File: src/hdl/m4inv_pkg.sv
// ----------------------------------------------------------------------------
// m4inv_pkg
// Shared types, constants and index helpers for the 4x4 adjugate inverse core.
// ----------------------------------------------------------------------------
package m4inv_pkg;

  localparam int ELEM_W   = 16;
  localparam int COF_W    = 49;
  localparam int PROD_W   = 49;
  localparam int DACC_W   = 66;
  localparam int DMAG_W   = 65;
  localparam int REM_W    = 66;
  localparam int QUO_W    = 33;
  localparam int INV_W    = 32;
  localparam int DET_W    = 64;
  localparam int DIV_STEPS = 33;

  localparam logic [INV_W-1:0] ONE_Q16  = 32'h0001_0000;
  localparam logic [INV_W-1:0] INV_MAX  = 32'h7FFF_FFFF;
  localparam logic [INV_W-1:0] INV_MIN  = 32'h8000_0000;
  localparam logic [DET_W-1:0] DET_MAX  = 64'h7FFF_FFFF_FFFF_FFFF;
  localparam logic [DET_W-1:0] DET_MIN  = 64'h8000_0000_0000_0000;
  localparam logic [2:0]       LAST_TERM = 3'd5;

  typedef enum logic [3:0] {
    ST_LOAD, ST_TA, ST_TB, ST_TC, ST_TD,
    ST_DLO, ST_DLOACC, ST_DHI, ST_DHIACC,
    ST_PREP, ST_DIVINIT, ST_DIVRUN, ST_EMIT
  } ctrl_state_t;

  typedef enum logic [3:0] {
    OP_IDLE, OP_LOAD, OP_TA, OP_TB, OP_TC, OP_TD,
    OP_DLO, OP_DLOACC, OP_DHI, OP_DHIACC,
    OP_PREP, OP_DIVINIT, OP_DIVSTEP
  } dp_op_t;

  typedef struct packed {
    dp_op_t     op;
    logic [3:0] idx;
    logic [2:0] term;
  } dp_cmd_t;

  typedef struct packed {
    logic singular;
  } dp_stat_t;

  // k-th of the three indices left once x is struck out
  function automatic logic [1:0] skip_idx(input logic [1:0] k, input logic [1:0] x);
    skip_idx = (k < x) ? k : k + 2'd1;
  endfunction

  // column permutation of one 3x3 expansion term
  function automatic logic [1:0] perm_col(input logic [2:0] t, input logic [1:0] j);
    logic [5:0] p;
    unique case (t)
      3'd0:    p = {2'd2, 2'd1, 2'd0};
      3'd1:    p = {2'd0, 2'd2, 2'd1};
      3'd2:    p = {2'd1, 2'd0, 2'd2};
      3'd3:    p = {2'd1, 2'd2, 2'd0};
      3'd4:    p = {2'd2, 2'd0, 2'd1};
      default: p = {2'd0, 2'd1, 2'd2};
    endcase
    unique case (j)
      2'd0:    perm_col = p[1:0];
      2'd1:    perm_col = p[3:2];
      default: perm_col = p[5:4];
    endcase
  endfunction

  // odd permutations are terms three to five
  function automatic logic perm_neg(input logic [2:0] t);
    perm_neg = (t >= 3'd3);
  endfunction

endpackage

File: src/hdl/m4inv_ctrl.sv
// ----------------------------------------------------------------------------
// m4inv_ctrl
// Sequencer: load, cofactor terms, determinant, division and result hand-off.
// ----------------------------------------------------------------------------
module m4inv_ctrl import m4inv_pkg::*; (
  input  logic     clk,
  input  logic     rst_n,
  input  logic     in_valid,
  output logic     in_ready,
  output logic     out_valid,
  input  logic     out_ready,
  output logic     out_last,
  output dp_cmd_t  cmd,
  input  dp_stat_t stat
);

  ctrl_state_t state_r, state_nxt;
  logic [3:0]  cnt_r, cnt_nxt;
  logic [2:0]  term_r, term_nxt;
  logic [5:0]  iter_r, iter_nxt;

  always_ff @(posedge clk) begin
    if (!rst_n) begin
      state_r <= ST_LOAD;
      cnt_r   <= '0;
      term_r  <= '0;
      iter_r  <= '0;
    end else begin
      state_r <= state_nxt;
      cnt_r   <= cnt_nxt;
      term_r  <= term_nxt;
      iter_r  <= iter_nxt;
    end
  end

  always_comb begin
    state_nxt = state_r;
    cnt_nxt   = cnt_r;
    term_nxt  = term_r;
    iter_nxt  = iter_r;
    unique case (state_r)
      ST_LOAD: begin
        if (in_valid) begin
          cnt_nxt = cnt_r + 4'd1;
          if (cnt_r == 4'd15) begin
            state_nxt = ST_TA;
            term_nxt  = '0;
          end
        end
      end
      ST_TA: state_nxt = ST_TB;
      ST_TB: state_nxt = ST_TC;
      ST_TC: state_nxt = ST_TD;
      ST_TD: begin
        if (term_r == LAST_TERM) begin
          term_nxt = '0;
          cnt_nxt  = cnt_r + 4'd1;
          state_nxt = (cnt_r == 4'd15) ? ST_DLO : ST_TA;
        end else begin
          term_nxt  = term_r + 3'd1;
          state_nxt = ST_TA;
        end
      end
      ST_DLO:    state_nxt = ST_DLOACC;
      ST_DLOACC: state_nxt = ST_DHI;
      ST_DHI:    state_nxt = ST_DHIACC;
      ST_DHIACC: begin
        if (cnt_r == 4'd3) begin
          cnt_nxt   = '0;
          state_nxt = ST_PREP;
        end else begin
          cnt_nxt   = cnt_r + 4'd1;
          state_nxt = ST_DLO;
        end
      end
      ST_PREP: state_nxt = ST_DIVINIT;
      ST_DIVINIT: begin
        iter_nxt  = '0;
        state_nxt = stat.singular ? ST_EMIT : ST_DIVRUN;
      end
      ST_DIVRUN: begin
        iter_nxt = iter_r + 6'd1;
        if (iter_r == 6'(DIV_STEPS - 1)) state_nxt = ST_EMIT;
      end
      ST_EMIT: begin
        if (out_ready) begin
          cnt_nxt   = cnt_r + 4'd1;
          state_nxt = (cnt_r == 4'd15) ? ST_LOAD : ST_DIVINIT;
        end
      end
      default: state_nxt = ST_LOAD;
    endcase
  end

  always_comb begin
    in_ready  = 1'b0;
    out_valid = 1'b0;
    out_last  = 1'b0;
    cmd.idx   = cnt_r;
    cmd.term  = term_r;
    cmd.op    = OP_IDLE;
    unique case (state_r)
      ST_LOAD: begin
        in_ready = 1'b1;
        cmd.op   = in_valid ? OP_LOAD : OP_IDLE;
      end
      ST_TA:      cmd.op = OP_TA;
      ST_TB:      cmd.op = OP_TB;
      ST_TC:      cmd.op = OP_TC;
      ST_TD:      cmd.op = OP_TD;
      ST_DLO:     cmd.op = OP_DLO;
      ST_DLOACC:  cmd.op = OP_DLOACC;
      ST_DHI:     cmd.op = OP_DHI;
      ST_DHIACC:  cmd.op = OP_DHIACC;
      ST_PREP:    cmd.op = OP_PREP;
      ST_DIVINIT: cmd.op = OP_DIVINIT;
      ST_DIVRUN:  cmd.op = OP_DIVSTEP;
      ST_EMIT: begin
        out_valid = 1'b1;
        out_last  = (cnt_r == 4'd15);
      end
      default: cmd.op = OP_IDLE;
    endcase
  end

endmodule

File: src/hdl/m4inv_dp.sv
// ----------------------------------------------------------------------------
// m4inv_dp
// Datapath: element store, shared 33x16 multiplier, cofactor and determinant
// accumulators, radix-2 divider and result formatting.
// ----------------------------------------------------------------------------
module m4inv_dp import m4inv_pkg::*; (
  input  logic                    clk,
  input  logic                    rst_n,
  input  dp_cmd_t                 cmd,
  input  logic signed [ELEM_W-1:0] element,
  output dp_stat_t                stat,
  output logic [INV_W-1:0]        inverse_element,
  output logic                    singular,
  output logic [DET_W-1:0]        determinant
);

  logic [ELEM_W-1:0] store_r [16];
  logic [COF_W-1:0]  cof_r   [16];
  logic [ELEM_W-1:0] a_r;
  logic [PROD_W-1:0] prod_r;
  logic [COF_W-1:0]  cacc_r;
  logic [DACC_W-1:0] dacc_r;
  logic [DET_W-1:0]  det_r;
  logic [DMAG_W-1:0] dmag_r;
  logic              dneg_r, sing_r;
  logic [REM_W-1:0]  rem_r;
  logic [QUO_W-1:0]  sh_r, q_r;
  logic              ovf_r, neg_r;

  logic [1:0] row, col, sel_j, row_j, col_j;
  logic [3:0] st_addr, cof_addr;
  logic [ELEM_W-1:0] st_rd;
  logic [COF_W-1:0]  cof_rd, cof_mag, term_base, term_sum;
  logic              term_neg;
  logic signed [32:0] ma;
  logic signed [ELEM_W-1:0] mb;
  logic signed [PROD_W-1:0] mprod;
  logic [DACC_W-1:0] dacc_base, dacc_neg;
  logic              det_fits;
  logic [REM_W-1:0]  trial;
  logic              trial_ge;

  assign row = cmd.idx[3:2];
  assign col = cmd.idx[1:0];

  always_comb begin
    unique case (cmd.op)
      OP_TB:   sel_j = 2'd1;
      OP_TC:   sel_j = 2'd2;
      default: sel_j = 2'd0;
    endcase
  end

  assign row_j = skip_idx(sel_j, row);
  assign col_j = skip_idx(perm_col(cmd.term, sel_j), col);

  always_comb begin
    unique case (cmd.op)
      OP_TA, OP_TB, OP_TC: st_addr = {row_j, col_j};
      default:             st_addr = cmd.idx;
    endcase
  end

  assign st_rd    = store_r[st_addr];
  // result (r,c) uses cofactor (c,r)
  assign cof_addr = (cmd.op == OP_DIVINIT) ? {cmd.idx[1:0], cmd.idx[3:2]} : cmd.idx;
  assign cof_rd   = cof_r[cof_addr];
  assign cof_mag  = cof_rd[COF_W-1] ? (~cof_rd + COF_W'(1)) : cof_rd;

  always_comb begin
    unique case (cmd.op)
      OP_TB:   ma = {{17{a_r[ELEM_W-1]}}, a_r};
      OP_TC:   ma = {prod_r[31], prod_r[31:0]};
      OP_DLO:  ma = {1'b0, cof_rd[31:0]};
      OP_DHI:  ma = {{16{cof_rd[COF_W-1]}}, cof_rd[COF_W-1:32]};
      default: ma = '0;
    endcase
  end

  assign mb    = $signed(st_rd);
  assign mprod = ma * mb;

  assign term_neg  = perm_neg(cmd.term) ^ row[0] ^ col[0];
  assign term_base = (cmd.term == 3'd0) ? '0 : cacc_r;
  assign term_sum  = term_neg ? (term_base - prod_r) : (term_base + prod_r);

  assign dacc_base = (cmd.idx == 4'd0) ? '0 : dacc_r;
  assign dacc_neg  = ~dacc_r + DACC_W'(1);
  assign det_fits  = (dacc_r[65] == dacc_r[64]) && (dacc_r[64] == dacc_r[63]);

  assign trial    = {rem_r[REM_W-2:0], sh_r[QUO_W-1]};
  assign trial_ge = (trial >= {1'b0, dmag_r});

  always_ff @(posedge clk) begin
    unique case (cmd.op)
      OP_LOAD:   store_r[cmd.idx] <= element;
      OP_TA:     a_r <= st_rd;
      OP_TB:     prod_r <= mprod;
      OP_TC:     prod_r <= mprod;
      OP_TD: begin
        cacc_r <= term_sum;
        if (cmd.term == LAST_TERM) cof_r[cmd.idx] <= term_sum;
      end
      OP_DLO:    prod_r <= mprod;
      OP_DLOACC: dacc_r <= dacc_base + {{17{prod_r[PROD_W-1]}}, prod_r};
      OP_DHI:    prod_r <= mprod;
      OP_DHIACC: dacc_r <= dacc_r + {prod_r[33:0], 32'b0};
      OP_PREP: begin
        det_r  <= det_fits ? dacc_r[DET_W-1:0] : (dacc_r[65] ? DET_MIN : DET_MAX);
        dneg_r <= dacc_r[65];
        dmag_r <= dacc_r[65] ? dacc_neg[DMAG_W-1:0] : dacc_r[DMAG_W-1:0];
      end
      OP_DIVINIT: begin
        // quotient of 2^33 or more saturates either way
        ovf_r <= ({26'b0, cof_mag[47:9]} >= dmag_r);
        rem_r <= {27'b0, cof_mag[47:9]};
        sh_r  <= {cof_mag[8:0], 24'b0};
        q_r   <= '0;
        neg_r <= cof_rd[COF_W-1] ^ dneg_r;
      end
      OP_DIVSTEP: begin
        rem_r <= trial_ge ? (trial - {1'b0, dmag_r}) : trial;
        q_r   <= {q_r[QUO_W-2:0], trial_ge};
        sh_r  <= {sh_r[QUO_W-2:0], 1'b0};
      end
      default: ;
    endcase
  end

  always_ff @(posedge clk) begin
    if (!rst_n) begin
      sing_r <= 1'b0;
    end else if (cmd.op == OP_PREP) begin
      sing_r <= (dacc_r == '0);
    end
  end

  always_comb begin
    logic [INV_W-1:0] qneg;
    qneg = ~q_r[INV_W-1:0] + INV_W'(1);
    priority if (sing_r) begin
      inverse_element = (cmd.idx[3:2] == cmd.idx[1:0]) ? ONE_Q16 : '0;
    end else if (!neg_r) begin
      inverse_element = (ovf_r || q_r > {1'b0, INV_MAX}) ? INV_MAX : q_r[INV_W-1:0];
    end else begin
      inverse_element = (ovf_r || q_r > {1'b0, INV_MIN}) ? INV_MIN : qneg;
    end
  end

  assign singular      = sing_r;
  assign determinant   = det_r;
  assign stat.singular = sing_r;

endmodule

File: src/hdl/matrix4_inverse_adjugate_core.sv
// ----------------------------------------------------------------------------
// matrix4_inverse_adjugate_core
// 4x4 matrix inverse by adjugate: load 16 Q8.8 elements, emit 16 Q16.16.
// ----------------------------------------------------------------------------
//  channel | dir | tdata                                | tuser    | tlast
//  in_     | in  | [15:0] element                       | -        | -
//  out_    | out | [31:0] inverse_element, [95:32] det  | singular | last
//
// Loading takes one element per cycle while in_tvalid is high. Cofactors come
// from 96 triple products, each through states TA to TD on the shared
// multiplier, then the determinant and a setup step. Each result needs a setup
// step, the radix-2 divider (skipped if singular) and a step to present it.
// Input is not taken while a matrix is being worked on; a stalled out_tready
// holds the current result. Synchronous active-low reset returns to loading.
// ----------------------------------------------------------------------------
module matrix4_inverse_adjugate_core import m4inv_pkg::*; (
  input  logic        clk,
  input  logic        rst_n,
  input  logic        in_tvalid,
  output logic        in_tready,
  input  logic [15:0] in_tdata,   // [15:0] element
  output logic        out_tvalid,
  input  logic        out_tready,
  output logic [95:0] out_tdata,  // [31:0] inverse_element, [95:32] determinant
  output logic        out_tuser,  // [0] singular
  output logic        out_tlast
);

  dp_cmd_t  cmd;
  dp_stat_t stat;
  logic [INV_W-1:0] inv_el;
  logic [DET_W-1:0] det;

  m4inv_ctrl u_ctrl (
    .clk       (clk),
    .rst_n     (rst_n),
    .in_valid  (in_tvalid),
    .in_ready  (in_tready),
    .out_valid (out_tvalid),
    .out_ready (out_tready),
    .out_last  (out_tlast),
    .cmd       (cmd),
    .stat      (stat)
  );

  m4inv_dp u_dp (
    .clk             (clk),
    .rst_n           (rst_n),
    .cmd             (cmd),
    .element         ($signed(in_tdata)),
    .stat            (stat),
    .inverse_element (inv_el),
    .singular        (out_tuser),
    .determinant     (det)
  );

  assign out_tdata = {det, inv_el};

endmodule

File: config.mk
export PLATFORM = sky130hd
export DESIGN_NAME = matrix4_inverse_adjugate_core
export DESIGN_NICKNAME = d
export VERILOG_FILES = /design/src/hdl/m4inv_pkg.sv /design/src/hdl/m4inv_ctrl.sv /design/src/hdl/m4inv_dp.sv /design/src/hdl/matrix4_inverse_adjugate_core.sv
export SDC_FILE = /design/constraint.sdc
export NUM_CORES = 2
export LEC_CHECK = 0
export BUFFER_PORTS_ARGS = -buffer_cell sky130_fd_sc_hd__buf_2
export CORE_UTILIZATION = 40
export CTS_CLUSTER_DIAMETER = 200
export DETAILED_ROUTE_END_ITERATION = 12
export SYNTH_ARGS = -nofsm -noshare
export SYNTH_HDL_FRONTEND = slang
export SYNTH_SLANG_ARGS = --single-unit
File: constraint.sdc
create_clock -name clk -period 23.3 [get_ports clk]
set_input_delay 1.165 -clock clk [delete_from_list [all_inputs] [get_ports clk]]
set_output_delay 1.165 -clock clk [all_outputs]
set_load 0.005 [all_outputs]
==> results.md <==
* Static leakage at 0.0417 µW
* Synthesized area at 97,600 µm²
* Vias in the first global route at 72,000
* Fin util at 44.6%
* Mean number of vias per cell at 5.96
* Synth Instances at 8,957
* Max-cap violations at 1
* Number of synthesized flops with an enable pin at 1,459
* Area Growth Syn to Fin at 10.5%
* Top Ports at 120
* Max-slew headroom at -6.86%
* Most frequent cells in the layout: 1,459 x edfxtp_1, 852 x nand2_1, 773 x nor2_1, 767 x inv_1, 504 x fa_1
* DR WL/cell at 26.8 µm
* Final wirelength at 329 mm
* Worst-path clk slew at 0.06 ns
* DIE WIDTH at 496 µm
* CP Launch Type: flip-flop
* Power per Cell Area at 60.4 nW/µm²
* CTS resizes at 0
* Register area share after synthesis at 45.3%
* CP peak stage delay at 0.80 ns
* Leading cell type in the layout, fill and taps excluded: edfxtp_1
* Port bufs at 119
* H-tree depth at 4
* Final worst setup slack at 9.73 ns
* Initial core utilization at 40.4%
* Syn. warnings at 0
* Fin crit period at 13.57 ns
* Total gr overflow at 0
* Initial drt markers at 7,722
* Mean Syn Cell Area at 10.9 µm²
* Clock skew at 0.0642 ns
* Setup TNS at 0 ns
* WP data arrival at 14.18 ns
* Pin count of the biggest net entering global routing at 135
* Failing checks: capacitance limit, slew limit
* Clock Path Buffers at 3
* Post-Syn Nets at 9,864
* Share of layout cells above drive strength 1 at 10.3%
* Clk Latency, worst-skew pair at 0.87 ns
* Final Cycle Share at 58.2%
* CTS tree: built
* Setup CP Type: reg2reg
* RSZ-0062 raised after global routing: no
* CP Max Fanout at 38
* Final Hold Vio Count at 0
* Clk Tree Root Cell: clkbuf_16
* First-pass GRT wire length at 482 mm
* DR vias at 73,400
* Post-synthesis async set-or-reset flop share at 0%
* Post-synthesis register bit count at 1,477
* Die Height at 496 µm
* GRT Total Usage at 26.5%
* CTS Buf Count at 165
* CTS Sinks at 1,477
* Post-CTS Hold Fix Bufs at 0
* DIE AREA at 246,000 µm²
* Worst slack at placement at 9.81 ns
* Nets at 9,902
* Top FF cell, synth: edfxtp_1
* Slowest-stage cell, CP: o41ai_1
* Worst setup EP type: flip-flop
* Max VDD drop at 0.0696 mV
* Final Wtd Congestion at 0.961
* Finish-stage setup viols at 0
* Worst hold path type: reg2reg
* Post-route ant nets at 0
* Drt pass-1 iters at 8
* Initial antenna violation count at 24
* Setup Buffers After CTS at 0
* Critical Path Most Common Cell: fa_1
* Row count at 180
* Drt drc at 0
* Final HPWL DP at 228 mm
* Core area at 241,000 µm²
* WP data required at 23.91 ns
* Slew at the pin closest to its max-slew limit at 1.59 ns
* Status: finished with violations
* Yosys cell types at 101
* Max Transition Viols Final at 4
* Fmax at 73.7 MHz
-- through the flow --
| step | instances | hold slack, ns | total power [µW] | instance area, µm² |
|---|---|---|---|---|
| final | 12300 | 0.466 | 6510 | 108000 |
| after global routing | 12300 | 0.478 | 6690 | 108000 |
| after detailed placement | 12000 | 0.446 | 3910 | 102000 |
| after floorplan | 8957 | 0.426 | 3560 | 97600 |
| after CTS | 12300 | 0.454 | 6530 | 108000 |
| after global placement | 12000 | 0.443 | 3900 | 102000 |
-- cell usage after synthesis, drive strengths merged (140+ instances only) --
cell    count  area share, %
clkbuf    268            1.0
mux2i     167            1.7
ha        383            4.9
edfxtp   1459             45
and2      198            1.3
nand2     854            3.3
buf       200            1.1
xnor2     266            2.4
fa        504             10
o21ai     393            2.0
xor2      140            1.3
nor3      231            1.2
a21oi     438            2.2
inv       771            3.0
a21o      168            1.3
nor2      785            3.0
-- metal layers --
metal	global-route usage, %	share of wire (%)
met4	10.3	4.0
met3	4.74	8.7
met5	0	0.077
met1	36.5	42
met2	41.6	45
-- area by class of cell --
type                       instances  area, µm²
multi-input combinational       6236      49000
clock inverter                    97       1110
inverter                         776       2930
sequential                      1477      44200
tap                             3185       3990
antenna                            9       22.5
timing repair buffer             339       2280
clock buffer                     194       4260
fill                           22400     134000
-- where the power goes --
part	leakage (µW)	internal [µW]	switching [µW]
combinational	0.0255	286	626
clock	0.00262	1480	1150
sequential	0.0135	2960	3.92
total	0.0417	4720	1780
-- logic make-up after synthesis --
logic type | share of synthesized area [%]
multiplexers | 5.06
XOR/XNOR | 3.64
buffers and inverters | 5.15
adder cells (fa/ha/maj) | 15.3
flip-flops | 45.3
AO/OA/AOI/OAI | 12.8
AND/OR/NAND/NOR | 12.8
-- final timing paths --
check	cells after the start	slack (ns)	to	from
worst max-delay path	38	9.73	u_dp.prod_r[42]	u_ctrl.state_r[1]
worst min-delay path	0	0.47	u_dp.dmag_r[0]	u_dp.dacc_r[0]
worst max register to register	38	9.73	u_dp.prod_r[42]	u_ctrl.state_r[1]
worst min register to register	0	0.47	u_dp.dmag_r[0]	u_dp.dacc_r[0]
-- registers in the layout (all words and copies together) (netlist names) --
signal,flops
u_dp.neg_r,1
u_dp.dmag_r,65
u_ctrl.iter_r,6
u_dp.ovf_r,1
u_ctrl.term_r,3
u_dp.store_r,256
u_dp.cof_r,784
u_dp.singular,1
u_dp.prod_r,49
u_ctrl.cnt_r,4
u_dp.dneg_r,1
u_dp.cacc_r,49
u_dp.sh_r,9
u_dp.determinant,64
u_dp.rem_r,65
u_dp.q_r,33
u_dp.a_r,16
u_dp.dacc_r,66
u_ctrl.state_r,4
-- worst max-delay path: cells and delay by family, from the launching register on --
| kind | cells | cell delay, ns |
|---|---|---|
| flip-flops | 1 | 0.66 |
| buffers and inverters | 6 | 1.57 |
| AND/OR/NAND/NOR | 9 | 1.91 |
| XOR/XNOR | 1 | 0.10 |
| AO/OA/AOI/OAI | 8 | 2.39 |
| adder cells (fa/ha/maj) | 9 | 4.48 |
| multiplexers | 5 | 2.15 |
No activity file was read; power rests on OpenSTA's default activity.
